$ cat config.mk
export PLATFORM = sky130hd
export DESIGN_NAME = rlacc_front_flat
export DESIGN_NICKNAME = d
export VERILOG_FILES = /design/src/rtl/rlacc_pkg.sv /design/src/rtl/rlacc_if.sv /design/src/rtl/rlacc_front.sv /design/src/flat_wrapper.sv
export SDC_FILE = /design/constraint.sdc
export NUM_CORES = 1
export LEC_CHECK = 0
export ABC_AREA = 1
export BUFFER_PORTS_ARGS = -buffer_cell sky130_fd_sc_hd__buf_2
export CAP_MARGIN = 0
export CELL_PAD_IN_SITES_DETAIL_PLACEMENT = 2
export CELL_PAD_IN_SITES_GLOBAL_PLACEMENT = 2
export CORE_MARGIN = 2
export CORE_UTILIZATION = 29
export DETAILED_ROUTE_END_ITERATION = 6
export PLACE_DENSITY_LB_ADDON = 0.12
export SETUP_SLACK_MARGIN = 0.15
export SKIP_LAST_GASP = 1
export SYNTH_ARGS = -nofsm -noshare
export SYNTH_HDL_FRONTEND = slang
export SYNTH_SLANG_ARGS = --single-unit
export TNS_END_PERCENT = 5
$ cat constraint.sdc
create_clock -name clk -period 14.3 [get_ports clk]
set_input_delay 2.86 -clock clk [delete_from_list [all_inputs] [get_ports clk]]
set_output_delay 2.86 -clock clk [all_outputs]
set_load 0.05 [all_outputs]
$ cat src/rtl/rlacc_pkg.sv
// Package of the regression loss accumulator: modes, register indexes,
// queue item and sequencer types. No dependencies.
`timescale 1ns / 1ps

package rlacc_pkg;

	typedef enum logic [2:0] {
		MODE_MSE    = 3'd0,
		MODE_MWE    = 3'd1,
		MODE_UWAE   = 3'd2,
		MODE_ABSERR = 3'd3,
		MODE_CW     = 3'd4,
		MODE_CWY    = 3'd5
	} loss_mode_t;

	localparam int CFG_IDX_W = 2;
	localparam logic [CFG_IDX_W-1:0] REG_LOSS_MODE = 2'd0;
	localparam logic [CFG_IDX_W-1:0] REG_WEIGHT_EN = 2'd1;
	localparam logic [CFG_IDX_W-1:0] REG_PENALTY   = 2'd2;

	localparam logic [63:0] I64_MAX = 64'h7FFF_FFFF_FFFF_FFFF;
	localparam logic [63:0] I64_MIN = 64'h8000_0000_0000_0000;
	localparam logic [31:0] PENALTY_RESET = 32'h0001_0000;

	// Classified sample as it waits between front and back
	typedef struct packed {
		logic [31:0] ae;
		logic [31:0] ay;
		logic        y_neg;
		logic [31:0] weight;
		logic [31:0] sigma;
		logic        dy_zero;
		logic        weighted;
		loss_mode_t  mode;
		logic        last;
	} item_t;

	// Handshake status of a multi-cycle arithmetic unit
	typedef struct packed {
		logic busy;
		logic done;
	} unit_status_t;

	typedef enum logic [3:0] {
		ST_IDLE,
		ST_SQ,
		ST_MUL1,
		ST_MUL2,
		ST_DYSQ,
		ST_DIV,
		ST_ACC,
		ST_FIN_MSE,
		ST_FIN_BASE,
		ST_FIN_MUL,
		ST_OUT
	} back_state_t;

endpackage

$ cat src/rtl/rlacc_if.sv
// Stream interfaces of the accumulator: sample channel and result channel.
// No dependencies.
`timescale 1ns / 1ps

interface rlacc_in_if;
	logic               valid;
	logic               ready;
	logic signed [31:0] measured;
	logic signed [31:0] predicted;
	logic        [31:0] sample_weight;
	logic        [31:0] uncertainty;
	logic               last;

	modport source (output valid, measured, predicted, sample_weight, uncertainty, last,
		input ready);
	modport sink (input valid, measured, predicted, sample_weight, uncertainty, last,
		output ready);
endinterface


$ cat src/rtl/rlacc_front.sv
// Front end: accepts samples, forms error magnitudes, classifies the mode,
// and holds them in a two-entry queue for the back end. Depends on rlacc_pkg.
`timescale 1ns / 1ps

module rlacc_front (
	input  logic             clk,
	input  logic             arst_n,
	input  logic [2:0]       cfg_mode,
	input  logic             cfg_weight_en,
	rlacc_in_if.sink         in_ch,
	output rlacc_pkg::item_t head_item,
	output logic             head_valid,
	input  logic             head_pop
);
	import rlacc_pkg::*;

	item_t       mem_q [2];
	logic        wr_ptr_q;
	logic        rd_ptr_q;
	logic [1:0]  fill_q;
	logic        push;
	logic [32:0] err;
	logic [32:0] err_neg;
	loss_mode_t  mode_sel;
	item_t       new_item;

	// Error and magnitudes
	always_comb begin
		err     = {in_ch.measured[31], in_ch.measured} - {in_ch.predicted[31], in_ch.predicted};
		err_neg = ~err + 33'd1;
		mode_sel = (cfg_mode > 3'(MODE_CWY)) ? MODE_MSE : loss_mode_t'(cfg_mode);
		new_item.ae       = err[32] ? err_neg[31:0] : err[31:0];
		new_item.ay       = in_ch.measured[31] ? 32'(-in_ch.measured) : in_ch.measured;
		new_item.y_neg    = in_ch.measured[31];
		new_item.weight   = in_ch.sample_weight;
		new_item.sigma    = in_ch.uncertainty;
		new_item.dy_zero  = in_ch.uncertainty == 32'd0;
		new_item.weighted = cfg_weight_en;
		new_item.mode     = mode_sel;
		new_item.last     = in_ch.last;
	end

	assign in_ch.ready = fill_q != 2'd2;
	assign push        = in_ch.valid && in_ch.ready;
	assign head_valid  = fill_q != 2'd0;
	assign head_item   = mem_q[rd_ptr_q];

	// Queue pointers and fill level
	always_ff @(posedge clk or negedge arst_n) begin
		if (!arst_n) begin
			wr_ptr_q <= 1'b0;
			rd_ptr_q <= 1'b0;
			fill_q   <= 2'd0;
		end else begin
			if (push) wr_ptr_q <= ~wr_ptr_q;
			if (head_pop) rd_ptr_q <= ~rd_ptr_q;
			if (push && !head_pop) fill_q <= fill_q + 2'd1;
			else if (!push && head_pop) fill_q <= fill_q - 2'd1;
		end
	end

	// Queue storage
	always_ff @(posedge clk) begin
		if (push) mem_q[wr_ptr_q] <= new_item;
	end

endmodule

$ cat src/flat_wrapper.sv
// flat-port wrapper written by rule: the top's interface ports become plain ports
module rlacc_front_flat import rlacc_pkg::*;
  (clk, arst_n, cfg_mode, cfg_weight_en, head_item, head_valid, head_pop, in_ch_valid, in_ch_measured, in_ch_predicted, in_ch_sample_weight, in_ch_uncertainty, in_ch_last, in_ch_ready);
  rlacc_in_if in_ch_i ();
  input  logic clk;
  input  logic arst_n;
  input  logic [2:0] cfg_mode;
  input  logic cfg_weight_en;
  output rlacc_pkg::item_t head_item;
  output logic head_valid;
  input  logic head_pop;
  input wire logic [$bits(in_ch_i.valid)-1:0] in_ch_valid;
  input wire logic [$bits(in_ch_i.measured)-1:0] in_ch_measured;
  input wire logic [$bits(in_ch_i.predicted)-1:0] in_ch_predicted;
  input wire logic [$bits(in_ch_i.sample_weight)-1:0] in_ch_sample_weight;
  input wire logic [$bits(in_ch_i.uncertainty)-1:0] in_ch_uncertainty;
  input wire logic [$bits(in_ch_i.last)-1:0] in_ch_last;
  output wire logic [$bits(in_ch_i.ready)-1:0] in_ch_ready;
  assign in_ch_i.valid = in_ch_valid;
  assign in_ch_i.measured = in_ch_measured;
  assign in_ch_i.predicted = in_ch_predicted;
  assign in_ch_i.sample_weight = in_ch_sample_weight;
  assign in_ch_i.uncertainty = in_ch_uncertainty;
  assign in_ch_i.last = in_ch_last;
  assign in_ch_ready = in_ch_i.ready;
  rlacc_front u_core (.clk(clk), .arst_n(arst_n), .cfg_mode(cfg_mode), .cfg_weight_en(cfg_weight_en), .in_ch(in_ch_i), .head_item(head_item), .head_valid(head_valid), .head_pop(head_pop));
endmodule
==> flow_summary.ini, run 1 <==
[outcome]
status = finished clean

[yosys]
synth_top_area_share_pct = 56.3
postSynthCellCount = 1385
synth-seq-area-share_pct = 57.0
synthArstFlopShare_pct = 1.46
syn_area_mm2 = 0.0144
synth_fp_nets = 1558
synth_area_leaders = edfxtp_1, mux2_2, nand2_1, inv_1, ha_1
ys_warn_count = 0
synth_cell_types = 41
synth_ff_type = edfxtp_1
synth.avg_cell_area_um2 = 10.4
synth_edf_count = 270
netlist.top_cell.by_area = edfxtp_1
synth-seq-cells = 274

[global_routing]
grtUsageTotal_pct = 17.1
antenna_found_initial = 4
grt-ovfl-total = 0
grt_pass1_vias = 11400
grt_pass1_wl_um = 66600
grt_max_degree = 77

[die]
start_util_pct = 29.4
pin_count = 274
die-area_mm2 = 0.0515
die_y_um = 227
dieWidth_um = 227
row_count = 81
core_mm2 = 0.0490

[placement]
dpl-instance-area_mm2 = 0.0166
dp_hpwl_um = 35100
dpl.cell_count = 2306
portBuffers = 273
gp_congestion = 0.803

[drt]
drt.antenna.violating_nets = 0
vias = 10600
drt_iter0_drc = 364
wire_per_inst_um = 18.9
first_pass_iters = 4
viasPerCell = 4.47
drc = 0
wl_um = 44500

[power_and_ir_drop]
seq_power_share_pct = 34.2
p_per_area_mw_per_mm2 = 201
switching_share_pct = 43.4
intPower_uw = 2000
comb_power_share_pct = 44.0
leakage_uw = 0.00772
ir_worst_vdd_mv = 0.0905
netSwitchingPower_uw = 1530
p_clk_share_pct = 21.8

[worst_setup_path]
critPathKind = reg -> out
crit_fanout = 72
arrival_ps = 3220
worstPathRequired_ps = 11440
start_kind = flip-flop
end_kind = output pin

[cts]
clockRootBuffer = clkbuf_16
cts_tree = yes
numCtsBuffers = 28
path_clk_slew_ps = 60
cts_htree_levels = 1
cts_setup_buffers = 0
clk_latency_ps = 550
post_cts_resized = 0
clk_path_buf_depth = 3
cts_hold_buf = 0
clock-sinks = 274

[final_layout]
final_common_cell = nand2_1
finalInstanceArea_mm2 = 0.0175
utilization_pct = 35.8
nNetsFinal = 1845
fin_cells = 2360
syn2layout_area_growth_pct = 21.8
fill_cells = 5360
layout_common_cells = nand2_1, buf_2, edfxtp_1
drive_gt1_share_pct = 29.4

[sta]
fin_crit_sh_pct = 42.5
hold_violations = 0
finalSetupTns_ps = 0
fmax_mhz = 165
fin_hold_ws_ps = 533
setup_violations = 0
slew_headroom_pct = 29.0
fin_crit_ps = 6080
fin_skew_ps = 13.6
worstMarginPinSlew_ps = 1070
slew_violations = 0
rsz0062_at_grt = no

[job]
max-cap-violations = 0

[hold_path]
min_path_type = reg -> reg
==> Yosys cell counts, types with 6 or more instances <==
| master | count |
|---|---|
| a21oi_1 | 19 |
| clkbuf_1 | 17 |
| edfxtp_1 | 270 |
| ha_1 | 35 |
| inv_1 | 223 |
| mux2_2 | 135 |
| nand2_1 | 357 |
| nand2_2 | 13 |
| nand3_1 | 66 |
| nand3b_1 | 6 |
| nand4_1 | 16 |
| nor2_1 | 92 |
| nor2_2 | 10 |
| nor3_1 | 9 |
| nor4_1 | 11 |
| o21ai_0 | 14 |
| xnor2_1 | 16 |
| xor2_1 | 36 |
==> worst paths after layout <==
| kind | depth (start not counted) | slack, ps | startpoint | end |
|---|---|---|---|---|
| hold reg to reg | 1 | 530 | u_core.fill_q[0] | u_core.fill_q[0] |
| setup reg to reg | 5 | 12180 | u_core.fill_q[0] | u_core.mem_q[0][45] |
| hold / removal | 1 | 530 | u_core.fill_q[0] | u_core.fill_q[0] |
| max in group asynchronous | 1 | 12050 | arst_n | u_core.rd_ptr_q |
| setup / recovery | 3 | 8220 | u_core.rd_ptr_q | head_item[4] |
| min in group asynchronous | 1 | 2120 | arst_n | u_core.fill_q[0] |
==> logic make-up after synthesis <==
kind of cell | Yosys count | share of synthesized area (%)
buffers and inverters | 250 | 6.60
multiplexers | 135 | 10.6
XOR/XNOR | 54 | 3.47
flip-flops | 274 | 57.0
AO/OA/AOI/OAI | 45 | 1.70
adder cells (fa/ha/maj) | 36 | 3.18
AND/OR/NAND/NOR | 591 | 17.5
==> registers in the layout, summed over array words and instances, names as in the netlist <==
signal           count
u_core.fill_q        2
u_core.mem_q       270
u_core.wr_ptr_q      1
u_core.rd_ptr_q      1
==> per-layer routing <==
layer / track usage (%) / part of all wire (%) / routed length [um]
met5: 0 / 0.061 / 27
met4: 2.95 / 1.2 / 523
met2: 31.0 / 50 / 22200
met3: 2.44 / 5.4 / 2380
met1: 21.8 / 44 / 19400
==> stage by stage <==
stage	power [uW]	setup WS [ps]
floorplan	2420	5070
global placement	2780	7980
detailed placement	2810	7840
CTS	3590	8120
global route	3710	8030
finish	3530	8220
==> critical path, stage by stage (launching register included) <==
cell and delay [ps]:
dfrtp_4 1030, buf_4 880, mux2_2 440, buf_2 220
==> power by group through the flow <==
stage / logic (uW) / clock network (uW) / registers, uW
2_1_floorplan: 1200 / 0 / 1210
3_3_place_gp: 1570 / 0 / 1220
3_5_place_dp: 1580 / 0 / 1230
4_1_cts: 1590 / 792 / 1210
5_1_grt: 1660 / 819 / 1230
6_report: 1560 / 768 / 1210
==> final cells by class <==
type,instances,area (um2),area share [%]
repair buffers,278,1400,8.00
clock inverters,16,210,1.20
inverters,229,860,4.90
flip-flops and latches,274,8210,46.8
well taps,664,831,4.74
diodes,3,7.51,0.0428
clock buffers,35,758,4.32
multi-input cells,861,5260,30.0
(Power assumes the default switching activity.)
==> inputs of run 2 (changes only) <==
Clock period 14.3 ns to 4.9 ns, I/O delays scaled along.
==> run 2 against run 1 <==
Non-clock buffer count rose by 5. Clock-buffer cell count rose by 6. Wire length rose by 0.64%. Power rose to 2.9 times the previous value. Largest cell class unchanged.
==> flow_summary.ini, run 2 (synthesis results as in run 1) <==
[outcome]
status = finished clean

[power_and_ir_drop]
netSwitchingPower_uw = 4470
comb_power_share_pct = 45.0
power_uw = 10300
p_clk_share_pct = 21.2
leakage_uw = 0.00773
seq_power_share_pct = 33.9
intPower_uw = 5810
p_per_area_mw_per_mm2 = 585
ir_worst_vdd_mv = 0.261
switching_share_pct = 43.5

[drt]
drt_iter0_drc = 320
viasPerCell = 4.52
drc = 0
wire_per_inst_um = 18.9
vias = 10700
wl_um = 44800
first_pass_iters = 4
drt.antenna.violating_nets = 0

[die]
row_count = 81
core_mm2 = 0.0490
dieWidth_um = 227
pin_count = 274
start_util_pct = 29.4
die_y_um = 227
die-area_mm2 = 0.0515

[placement]
portBuffers = 273
dp_hpwl_um = 35700
gp_congestion = 0.794
preCtsSetupSlack_ps = 824

[sta]
fin_crit_sh_pct = 72.8
fin_ws_ps = 1330
fin_crit_ps = 3570
slew_violations = 0
fin_skew_ps = 8.56
slew_headroom_pct = 34.3
fmax_mhz = 280
finalSetupTns_ps = 0
hold_violations = 0
rsz0062_at_grt = no
setup_violations = 0
worstMarginPinSlew_ps = 985

[final_layout]
top_register = u_core.mem_q
largest_reg_flops = 270
final_common_cell = nand2_1
nNetsFinal = 1850
drive_gt1_share_pct = 29.2
utilization_pct = 35.9
layout_common_cells = nand2_1, buf_2, edfxtp_1
fill_cells = 5326
syn2layout_area_growth_pct = 21.9
top_regs = u_core.mem_q x270, u_core.fill_q x2

[global_routing]
grt_pass1_vias = 11600
grt-ovfl-total = 0
grt_pass1_wl_um = 67000
grtUsageTotal_pct = 17.2
grt_max_degree = 73
antenna_found_initial = 1

[cts]
cts_hold_buf = 0
cts_setup_buffers = 0
clock-sinks = 274
cts_htree_levels = 1
clockRootBuffer = clkbuf_16
clk_latency_ps = 540
cts_tree = yes
clk_path_buf_depth = 3
post_cts_resized = 0
path_clk_slew_ps = 60
numCtsBuffers = 28

[worst_setup_path]
arrival_ps = 2590
r2r-start = u_core.fill_q[0]
crit_path_start = u_core.rd_ptr_q
start_kind = flip-flop
crit_fanout = 38
worstPathRequired_ps = 3920
end_kind = output pin
critPathKind = reg -> out

[hold_path]
min_path_type = in -> async

[job]
max-cap-violations = 0
run 2: cell types whose count changed in the layout (fill, tap and decap cells not counted):
cell / change
buf_12: +2
buf_4: +3
bufinv_16: -1
clkbuf_1: +6
clkinv_1: +1
clkinv_2: -4
clkinv_4: -1
clkinvlp_4: -1
diode_2: -2
run 2: stage by stage:
| stage | cells | hold WS (ps) | instance area, um2 |
|---|---|---|---|
| final | 2363 | 250 | 17600 |
| after global routing | 2362 | 223 | 17600 |
| after CTS | 2362 | 219 | 17600 |
| after detailed placement | 2311 | 475 | 16600 |
| after global placement | 2311 | 461 | 16600 |
| after floorplan | 1385 | 446 | 14400 |
run 2: final cells by class:
class / instances / area (um2) / area share, %
clock inverter: 10 / 148 / 0.841
multi-input combinational: 861 / 5260 / 29.9
inverter: 229 / 860 / 4.90
sequential: 274 / 8210 / 46.8
timing repair buffer: 283 / 1470 / 8.35
clock buffer: 41 / 781 / 4.45
antenna: 1 / 2.50 / 0.0143
tap: 664 / 831 / 4.73
run 2: path summary, 6_finish.rpt:
path                                       end  slack (ps)  cells after the start
min in group clk              u_core.fill_q[0]         480                      1
max in group asynchronous      u_core.rd_ptr_q        4490                      1
max reg2reg                u_core.mem_q[1][57]        2820                      5
min reg2reg                   u_core.fill_q[0]         480                      1
max                              head_item[81]        1330                      3
min                           u_core.fill_q[0]         250                      1
run 2: worst max-delay path, cell delays in order (launching register included):
cell     delay [ps]
dfrtp_4         780
buf_4           580
mux2_2          400
buf_2           230
run 2: power groups by stage:
stage	sequential [uW]	combinational [uW]	clock, uW
after CTS	3490	4710	2250
after floorplan	3480	3520	0
final	3480	4620	2170
after global placement	3500	4660	0
after detailed placement	3540	4700	0
after global routing	3540	4920	2320
run 2: routing by layer:
layer | share of wire [%] | vias up | routed length, um | global-route usage (%)
li1 | - | 5167 | - | -
met1 | 44 | 5275 | 19600 | 21.9
met2 | 50 | 185 | 22600 | 31.5
met3 | 4.3 | 43 | 1910 | 1.75
met4 | 1.5 | 0 | 688 | 3.59
met5 | 0 | - | 0 | 0
